**src/hw/rtl/weekly_alarm_table_defines.svh**
```systemverilog
// Assertion macros shared by the weekly alarm table RTL.
`ifndef WEEKLY_ALARM_TABLE_DEFINES_SVH
`define WEEKLY_ALARM_TABLE_DEFINES_SVH

// Check a property on every clock edge outside reset.
`define WAT_ASSERT(lbl, prop, msg) \
  lbl: assert property (@(posedge clk) disable iff (!rst_n) (prop)) else $error(msg);

// Check that a condition implies a consequence in the next cycle.
`define WAT_ASSERT_NEXT(lbl, ante, cons, msg) \
  lbl: assert property (@(posedge clk) disable iff (!rst_n) (ante) |=> (cons)) else $error(msg);

`endif

```
**src/hw/rtl/wat_pkg.sv**
```systemverilog
// Types, constants and helpers shared by the weekly alarm table modules.
`timescale 1ns / 1ps
package wat_pkg;

  localparam int ENTRY_COUNT = 8;
  localparam int IDX_W       = $clog2(ENTRY_COUNT);
  localparam int MAX_RESULTS = 8;
  localparam int CNT_W       = $clog2(MAX_RESULTS);
  localparam int DAY_COUNT   = 7;
  localparam int MIN_W       = 11;
  localparam int DAYS_W      = 7;
  localparam int PCT_W       = 7;
  localparam int DAY_W       = 3;
  localparam int OP_W        = 2;
  localparam int IN_DATA_W   = 64;
  localparam int OUT_DATA_W  = 16;

  typedef enum logic [OP_W-1:0] {
    OP_WRITE   = 2'd0,
    OP_TICK    = 2'd1,
    OP_RESYNC  = 2'd2,
    OP_RECOVER = 2'd3
  } op_t;

  typedef enum logic [2:0] {
    S_IDLE,
    S_EXEC,
    S_TICK_EMIT,
    S_REC_SCAN,
    S_REC_EMIT
  } state_t;

  // Commands from the controller to the datapath
  typedef struct packed {
    logic cap;
    logic write;
    logic resync;
    logic tick_load;
    logic emit;
    logic scan_clear;
    logic scan_step;
    logic rec_emit;
  } cmd_t;

  // Status from the datapath to the controller
  typedef struct packed {
    op_t  op;
    logic out_free;
    logic pend_empty;
    logic emit_last;
    logic scan_last;
    logic rec_hit;
  } sts_t;

  // Weekday mask lookup; day seven has no mask bit and never matches
  function automatic logic on_day(logic [DAYS_W-1:0] mask, logic [DAY_W-1:0] day);
    logic [DAYS_W:0] ext;
    ext = {1'b0, mask};
    return ext[day];
  endfunction

endpackage

```
**src/hw/rtl/wat_ctrl.sv**
```systemverilog
// Controller state machine of the weekly alarm table.
`timescale 1ns / 1ps
module wat_ctrl (
  input  logic          clk,
  input  logic          rst_n,
  input  logic          in_tvalid,
  output logic          in_tready,
  input  wat_pkg::sts_t sts,
  output wat_pkg::cmd_t cmd
);
  import wat_pkg::*;

  state_t state_r;
  state_t state_nxt;

  // Hold the current state
  always_ff @(posedge clk) begin
    if (!rst_n) begin
      state_r <= S_IDLE;
    end else begin
      state_r <= state_nxt;
    end
  end

  // Next state
  always_comb begin
    state_nxt = state_r;
    unique case (state_r)
      S_IDLE: begin
        if (in_tvalid) state_nxt = S_EXEC;
      end
      S_EXEC: begin
        unique case (sts.op)
          OP_WRITE:   state_nxt = S_IDLE;
          OP_RESYNC:  state_nxt = S_IDLE;
          OP_TICK:    state_nxt = S_TICK_EMIT;
          OP_RECOVER: state_nxt = S_REC_SCAN;
          default:    state_nxt = S_IDLE;
        endcase
      end
      S_TICK_EMIT: begin
        if (sts.pend_empty || (sts.out_free && sts.emit_last)) state_nxt = S_IDLE;
      end
      S_REC_SCAN: begin
        if (sts.scan_last) state_nxt = S_REC_EMIT;
      end
      S_REC_EMIT: begin
        if (!sts.rec_hit || sts.out_free) state_nxt = S_IDLE;
      end
      default: state_nxt = S_IDLE;
    endcase
  end

  // Outputs
  always_comb begin
    cmd       = '0;
    in_tready = 1'b0;
    unique case (state_r)
      S_IDLE: begin
        in_tready = 1'b1;
        cmd.cap   = in_tvalid;
      end
      S_EXEC: begin
        unique case (sts.op)
          OP_WRITE:   cmd.write      = 1'b1;
          OP_RESYNC:  cmd.resync     = 1'b1;
          OP_TICK:    cmd.tick_load  = 1'b1;
          OP_RECOVER: cmd.scan_clear = 1'b1;
          default:    cmd.write      = 1'b0;
        endcase
      end
      S_TICK_EMIT: begin
        cmd.emit = !sts.pend_empty && sts.out_free;
      end
      S_REC_SCAN: begin
        cmd.scan_step = 1'b1;
      end
      S_REC_EMIT: begin
        cmd.rec_emit = sts.rec_hit && sts.out_free;
      end
      default: cmd = '0;
    endcase
  end

endmodule

```
**src/hw/rtl/wat_dp.sv**
```systemverilog
// Datapath of the weekly alarm table: entry table, fired flags, scans, output register.
`timescale 1ns / 1ps
module wat_dp (
  input  logic                               clk,
  input  logic                               rst_n,
  input  wat_pkg::cmd_t                      cmd,
  output wat_pkg::sts_t                      sts,
  input  logic [wat_pkg::OP_W-1:0]           in_tuser,
  input  logic [wat_pkg::IN_DATA_W-1:0]      in_tdata,
  output logic                               out_tvalid,
  input  logic                               out_tready,
  output logic [wat_pkg::OUT_DATA_W-1:0]     out_tdata,
  output logic                               out_tlast
);
  import wat_pkg::*;

  // Captured transaction
  op_t              op_r;
  logic [2:0]       idx_r;
  logic [MIN_W-1:0] atime_r;
  logic [DAYS_W-1:0] adays_r;
  logic             aen_r;
  logic [PCT_W-1:0] apct_r;
  logic [DAY_W-1:0] day_r;
  logic [MIN_W-1:0] now_r;
  logic [DAY_W-1:0] lday_r;
  logic [MIN_W-1:0] ltime_r;

  // Entry table and fired flags
  logic [MIN_W-1:0]  ent_min_r  [ENTRY_COUNT];
  logic [DAYS_W-1:0] ent_days_r [ENTRY_COUNT];
  logic [PCT_W-1:0]  ent_lvl_r  [ENTRY_COUNT];
  logic [ENTRY_COUNT-1:0] ent_act_r;
  logic [ENTRY_COUNT-1:0] fired_r;
  logic [ENTRY_COUNT-1:0] fired_nxt;

  // Tick emission
  logic [ENTRY_COUNT-1:0] pend_r;
  logic [ENTRY_COUNT-1:0] cand;
  logic [ENTRY_COUNT-1:0] due;
  logic [ENTRY_COUNT-1:0] pick_oh;
  logic [IDX_W-1:0]       pick_idx;
  logic [CNT_W-1:0]       cnt_r;

  // Recover scan
  logic [IDX_W-1:0] scan_idx_r;
  logic             found_r;
  logic [IDX_W-1:0] best_r;
  logic [MIN_W-1:0] best_min_r;
  logic [MIN_W-1:0] scan_min;
  logic             scan_cand;

  // Output register
  logic             out_valid_r;
  logic [IDX_W-1:0] out_idx_r;
  logic [PCT_W-1:0] out_pct_r;
  logic             out_last_r;
  logic             out_free;
  logic [IDX_W-1:0] lvl_addr;
  logic             load;

  // Capture the transaction payload
  always_ff @(posedge clk) begin
    if (cmd.cap) begin
      op_r    <= op_t'(in_tuser);
      idx_r   <= in_tdata[2:0];
      atime_r <= in_tdata[13:3];
      adays_r <= in_tdata[20:14];
      aen_r   <= in_tdata[21];
      apct_r  <= in_tdata[28:22];
      day_r   <= in_tdata[31:29];
      now_r   <= in_tdata[42:32];
      lday_r  <= in_tdata[45:43];
      ltime_r <= in_tdata[56:46];
    end
  end

  // Per-entry due test for the current day and minute
  always_comb begin
    for (int i = 0; i < ENTRY_COUNT; i++) begin
      due[i]  = on_day(ent_days_r[i], day_r) && (ent_min_r[i] <= now_r);
      cand[i] = ent_act_r[i] && due[i] && !(fired_r[i] && (now_r != '0));
    end
  end

  // Lowest pending entry
  assign pick_oh = pend_r & (~pend_r + 1'b1);
  always_comb begin
    pick_idx = '0;
    for (int i = 0; i < ENTRY_COUNT; i++) begin
      if (pick_oh[i]) pick_idx = IDX_W'(i);
    end
  end

  // Write an entry
  always_ff @(posedge clk) begin
    if (!rst_n) begin
      for (int i = 0; i < ENTRY_COUNT; i++) begin
        ent_min_r[i]  <= '0;
        ent_days_r[i] <= '0;
        ent_lvl_r[i]  <= '0;
      end
      ent_act_r <= '0;
    end else if (cmd.write && (32'(idx_r) < ENTRY_COUNT)) begin
      ent_min_r[idx_r[IDX_W-1:0]]  <= atime_r;
      ent_days_r[idx_r[IDX_W-1:0]] <= adays_r;
      ent_lvl_r[idx_r[IDX_W-1:0]]  <= apct_r;
      ent_act_r[idx_r[IDX_W-1:0]]  <= aen_r;
    end
  end

  // Fired flag update: minute-zero clear, emission mark, resync
  always_comb begin
    fired_nxt = fired_r;
    if (cmd.tick_load && (now_r == '0)) fired_nxt = '0;
    if (cmd.emit) fired_nxt = fired_r | pick_oh;
    if (cmd.resync) begin
      for (int i = 0; i < ENTRY_COUNT; i++) begin
        if (on_day(ent_days_r[i], day_r)) fired_nxt[i] = (ent_min_r[i] <= now_r);
      end
    end
  end

  always_ff @(posedge clk) begin
    if (!rst_n) begin
      fired_r <= '0;
    end else begin
      fired_r <= fired_nxt;
    end
  end

  // Load the pending set, then drop one entry per emitted result
  always_ff @(posedge clk) begin
    if (!rst_n) begin
      pend_r <= '0;
      cnt_r  <= '0;
    end else if (cmd.tick_load) begin
      pend_r <= cand;
      cnt_r  <= '0;
    end else if (cmd.emit) begin
      pend_r <= sts.emit_last ? '0 : (pend_r & ~pick_oh);
      cnt_r  <= cnt_r + 1'b1;
    end
  end

  // Recover scan: latest due active entry, lowest index on a tie
  assign scan_min  = ent_min_r[scan_idx_r];
  assign scan_cand = ent_act_r[scan_idx_r] && on_day(ent_days_r[scan_idx_r], day_r) &&
                     (scan_min <= now_r);

  always_ff @(posedge clk) begin
    if (!rst_n) begin
      scan_idx_r <= '0;
      found_r    <= 1'b0;
    end else if (cmd.scan_clear) begin
      scan_idx_r <= '0;
      found_r    <= 1'b0;
    end else if (cmd.scan_step) begin
      scan_idx_r <= scan_idx_r + 1'b1;
      if (scan_cand && (!found_r || (scan_min > best_min_r))) found_r <= 1'b1;
    end
  end

  always_ff @(posedge clk) begin
    if (cmd.scan_step && scan_cand && (!found_r || (scan_min > best_min_r))) begin
      best_r     <= scan_idx_r;
      best_min_r <= scan_min;
    end
  end

  // Output register, freed when the downstream side takes the transaction
  assign out_free = !out_valid_r || out_tready;
  assign load     = cmd.emit || cmd.rec_emit;
  assign lvl_addr = cmd.emit ? pick_idx : best_r;

  always_ff @(posedge clk) begin
    if (!rst_n) begin
      out_valid_r <= 1'b0;
    end else if (load) begin
      out_valid_r <= 1'b1;
    end else if (out_tready) begin
      out_valid_r <= 1'b0;
    end
  end

  always_ff @(posedge clk) begin
    if (load) begin
      out_idx_r  <= lvl_addr;
      out_pct_r  <= ent_lvl_r[lvl_addr];
      out_last_r <= cmd.rec_emit || sts.emit_last;
    end
  end

  assign out_tvalid = out_valid_r;
  assign out_tlast  = out_last_r;
  assign out_tdata  = {{(OUT_DATA_W - IDX_W - PCT_W){1'b0}}, out_pct_r, out_idx_r};

  // Status back to the controller
  always_comb begin
    sts.op         = op_r;
    sts.out_free   = out_free;
    sts.pend_empty = (pend_r == '0);
    sts.emit_last  = ((pend_r & ~pick_oh) == '0) || (cnt_r == CNT_W'(MAX_RESULTS - 1));
    sts.scan_last  = (scan_idx_r == IDX_W'(ENTRY_COUNT - 1));
    sts.rec_hit    = found_r && ((lday_r != day_r) || (best_min_r > ltime_r));
  end

endmodule

```
**src/hw/rtl/weekly_alarm_table.sv**
```systemverilog
// Top level of the weekly alarm table: controller, datapath and assertions.
// One transaction at a time is taken on the in_ side; in_tuser selects write,
// tick, resync or recover. Write and resync give no result. On a tick the
// fired alarms leave in index order through a single output register, which
// waits while the out_ side stalls, and the final one carries out_tlast.
// Recover scans the 8 entries one per cycle and gives at most one result with
// out_tlast set.
// The next transaction is accepted once the last result of the current one sits
// in the output register. After reset all entries and fired flags are zero.
`timescale 1ns / 1ps
`include "weekly_alarm_table_defines.svh"
module weekly_alarm_table (
  input  logic                           clk,
  input  logic                           rst_n,
  input  logic                           in_tvalid,
  output logic                           in_tready,
  // in_tdata: entry_index[2:0], alarm_time[13:3], alarm_days[20:14],
  // alarm_enable[21], target_percent[28:22], now_day[31:29], now_time[42:32],
  // last_day[45:43], last_time[56:46], zero[63:57]
  input  logic [wat_pkg::IN_DATA_W-1:0]  in_tdata,
  // in_tuser: op[1:0]
  input  logic [wat_pkg::OP_W-1:0]       in_tuser,
  output logic                           out_tvalid,
  input  logic                           out_tready,
  // out_tdata: fired_index[2:0], fired_percent[9:3], zero[15:10]
  output logic [wat_pkg::OUT_DATA_W-1:0] out_tdata,
  output logic                           out_tlast
);
  import wat_pkg::*;

  cmd_t cmd;
  sts_t sts;

  wat_ctrl u_ctrl (
    .clk       (clk),
    .rst_n     (rst_n),
    .in_tvalid (in_tvalid),
    .in_tready (in_tready),
    .sts       (sts),
    .cmd       (cmd)
  );

  wat_dp u_dp (
    .clk        (clk),
    .rst_n      (rst_n),
    .cmd        (cmd),
    .sts        (sts),
    .in_tuser   (in_tuser),
    .in_tdata   (in_tdata),
    .out_tvalid (out_tvalid),
    .out_tready (out_tready),
    .out_tdata  (out_tdata),
    .out_tlast  (out_tlast)
  );

  // Controller issues at most one command per cycle
  `WAT_ASSERT(a_one_cmd, $onehot0(cmd), "controller issued more than one command")
  // A result is only loaded into a free output register
  `WAT_ASSERT(a_load_free, !(cmd.emit || cmd.rec_emit) || sts.out_free, "output register overwritten")
  // An accepted transaction closes the input until it has been worked
  `WAT_ASSERT_NEXT(a_busy_after_accept, in_tvalid && in_tready, !in_tready, "input reopened too early")

endmodule
```
**config.mk**
```make
export PLATFORM = sky130hd
export DESIGN_NAME = weekly_alarm_table
export DESIGN_NICKNAME = d
export VERILOG_FILES = /design/src/hw/rtl/wat_pkg.sv /design/src/hw/rtl/wat_ctrl.sv /design/src/hw/rtl/wat_dp.sv /design/src/hw/rtl/weekly_alarm_table.sv
export VERILOG_INCLUDE_DIRS = /design/src /design/src/hw/rtl
export SDC_FILE = /design/constraint.sdc
export NUM_CORES = 1
export LEC_CHECK = 0
export BUFFER_PORTS_ARGS = -buffer_cell sky130_fd_sc_hd__buf_2
export CELL_PAD_IN_SITES_DETAIL_PLACEMENT = 1
export CELL_PAD_IN_SITES_GLOBAL_PLACEMENT = 2
export CORE_ASPECT_RATIO = 2
export CORE_MARGIN = 3
export CORE_UTILIZATION = 31
export DETAILED_ROUTE_END_ITERATION = 10
export PLACE_DENSITY_LB_ADDON = 0.1
export SLEW_MARGIN = 5
export SYNTH_ARGS = -nofsm -noshare
export SYNTH_HDL_FRONTEND = slang
export SYNTH_SLANG_ARGS = --single-unit
export TNS_END_PERCENT = 5
```
**constraint.sdc**
```tcl
create_clock -name clk -period 4.4 [get_ports clk]
set_input_delay 0.44 -clock clk [delete_from_list [all_inputs] [get_ports clk]]
set_output_delay 0.44 -clock clk [all_outputs]
set_load 0.005 [all_outputs]
```
==> flow_summary_export.csv <==
group,metric,value,unit
timing,fin_crit_sh,86.81,%
yosys,synth_area_leaders,"edfxtp_1 (51%), ha_1 (9.3%), and2_1 (7.5%)",
timing,hold_viol,0,
timing,max_freq,261.8,MHz
job,max-cap-violations,0,
routing,dr.pass1.iters,4,
global_route,grt_max_degree,60,
critical_path,crit_fanout,14,
timing,grt_setup_unrepaired,"false",
floorplanning,core-area,0.05360,mm2
final_layout,diodes,0,
timing,slew_viol_final,0,
timing,tns,0,ns
yosys,async_flop_share,0,%
final_layout,fin_area,0.01940,mm2
yosys,ys.flop_type,"edfxtp_1",
global_route,grt_first_pass_wirelength,82.21,mm
clock_network,cts.root.buffer_cell,"clkbuf_16",
timing,skew,0.03461,ns
timing,setup_viol_count_final,0,
yosys,synth_most_common_cell,"edfxtp_1",
outcome,outcome,"completed",
place,post_dp_cell_area,0.01823,mm2
clock_network,postCtsSetupRepairBufs,0,
routing,routed_wl,56.66,mm
timing,relSlewSlack,28.34,%
place,io_buffer_count,75,
critical_path,arrival,4.05,ns
yosys,yosysWarnings,0,
floorplanning,die-area,0.05733,mm2
timing,tightest_slew,1.075,ns
final_layout,area_growth,15.17,%
critical_path,regToRegSetupSlack,0.58,ns
timing,finalCriticalPeriod,3.820,ns
place,gp_congestion,0.8098,
floorplanning,rows,120,
yosys,yosysTopAreaCellShare,50.64,%
yosys,synth_common_cells,"edfxtp_1 (284), and2_1 (202), ha_1 (125)",
final_layout,drive_gt1_share,17.38,%
power,p_leak,7.447,nW
clock_network,cts_tree,"done",
floorplanning,die_h,335.6,um
critical_path,endpoint_kind,"flip-flop",
critical_path,startpoint_type,"flip-flop",
floorplanning,io_pins,89,
yosys,syn_avg_cell_area,13.13,um2
routing,antenna_left,0,
routing,wire_per_inst,27.31,um
yosys,seq_area_frac_synth,55.15,%
clock_network,clock-sinks,322,
place,numPlacedInstances,2011,
yosys,ys_ff_latch,322,
floorplanning,start_util,31.42,%
critical_path,crit_required,4.63,ns
global_route,grt_remaining_overflow,0,
power,peakVddDrop,0.2364,mV
floorplanning,die_w,170.8,um
yosys,synth_edf_count,284,
global_route,grt_pass1_vias,12180,
final_layout,final_util,36.19,%
critical_path,critPathKind,"flip-flop to flip-flop",
power,p_per_area,380.4,mW/mm2
final_layout,final_cell_count_no_fill,2075,
yosys,synth_area_leader_cell,"edfxtp_1",
global_route,grt_usage,19.99,%
yosys,syn_area,0.01684,mm2
min_path,hold_class,"input port to flip-flop",
clock_network,cts.clk_slew.worst_paths,0.07,ns
clock_network,h-tree-depth,2,
final_layout,num-nets-final,1572,
yosys,synth_cell_type_count,67,
routing,vias,10880,
clock_network,worst_skew_pair.late_latency,0.56,ns
routing,via_per_inst,5.242,
place,dpl.hpwl,40.74,mm
yosys,synthCells,1283,
routing,drt_iter0_drc,499,
routing,drcViolationCount,0,
clock_network,ctsHoldBuffers,0,
global_route,antenna_found_initial,0,
clock_network,post_cts_resized,0,
clock_network,clockBufferDepth,3,
clock_network,numCtsBuffers,35,
where the power goes:
group / total, W / switching, W / internal [W]
sequential: 0.00360 / 0.000133 / 0.00346
clock: 0.00309 / 0.00128 / 0.00181
combinational: 0.000691 / 0.000438 / 0.000252
registers in the layout (all words and copies together), names as in the netlist, 8 cells and up, named ones only:
| signal | flops |
|---|---|
| u_dp.ltime_r | 11 |
| u_dp.ent_act_r | 8 |
| u_dp.now_r | 11 |
| u_dp.ent_days_r | 56 |
| u_dp.best_min_r | 11 |
| u_dp.fired_r | 8 |
| u_dp.ent_lvl_r | 56 |
| u_dp.pend_r | 8 |
| u_dp.atime_r | 11 |
| u_dp.ent_min_r | 88 |
metrics by stage:
stage	worst slack, ns	hold slack [ns]	power [W]
final	0.5804	0.05781	0.007378
after global routing	0.2894	0.04051	0.007670
after CTS	0.4577	0.02896	0.007498
after detailed placement	0.5167	0.4632	0.004374
after global placement	0.5110	0.4521	0.004358
after floorplan	0.1046	0.4385	0.004010
layout make-up:
class	instances	area [um2]
fillers	5650	34200
flip-flops and latches	322	9291
multi-input cells	852	7232
clock buffers	46	938.4
well taps	671	839.6
repair buffers	106	645.6
clock inverters	18	225.2
inverters	60	225.2
worst max-delay path, cell delays in order (launching register included):
cell	delay [ns]
dfxtp_2	0.40
buf_12	0.20
mux4_2	0.55
mux2_2	0.33
ha_1	0.32
a211oi_1	0.21
nor2_1	0.10
nor3_1	0.28
nor2_1	0.06
o21ai_0	0.28
o2111a_1	0.25
a21boi_1	0.23
buf_4	0.25
path summary, 6_finish.rpt:
| kind | depth (start not counted) | endpoint | startpoint |
|---|---|---|---|
| worst min-delay path | 1 | u_dp.atime_r[0] | in_tdata[3] |
| worst max-delay path | 12 | u_dp.best_min_r[9] | flip-flop |
| worst min register to register | 2 | u_dp.cnt_r[2] | u_dp.cnt_r[2] |
| worst max register to register | 12 | u_dp.best_min_r[9] | flip-flop |
layer usage:
layer / share of wire (%) / wire length, um / GRT usage, %
met5: 0 / 0 / 0
met4: 4.8 / 2730 / 8.725
met3: 2.5 / 1410 / 2.285
met2: 59 / 33380 / 41.08
met1: 34 / 19150 / 19.19
cells by family (layout without fill, tap and decap cells):
logic type | after synthesis | after routing | synth area share (%)
xor+xnor | 5 | 5 | 0.2600
fa+ha+maj | 127 | 127 | 9.405
flops | 322 | 322 | 55.15
compound gates | 205 | 205 | 8.216
mux | 92 | 92 | 10.21
simple gates | 417 | 417 | 13.88
buf+inv | 114 | 230 | 2.845
other cells | 1 | 6 | 0.02227
cell usage in the layout, fill, tap and decap left out, types with 8 or more instances in the layout:
cell type,instances
nor2_1,41
mux4_2,44
o21a_1,8
buf_2,75
clkbuf_1,10
and2_1,201
o211ai_1,15
nand3_1,26
buf_4,28
mux2_2,17
nand4_1,22
mux2i_1,17
o21ai_0,41
nand2b_1,10
mux4_1,14
nor2b_1,14
nor3_1,14
ha_1,125
a211oi_1,13
a21oi_1,47
clkbuf_16,36
inv_1,58
nand2_1,54
a21o_1,17
dfxtp_1,36
edfxtp_1,284
Note: power is estimated with default switching activity, not from simulation.
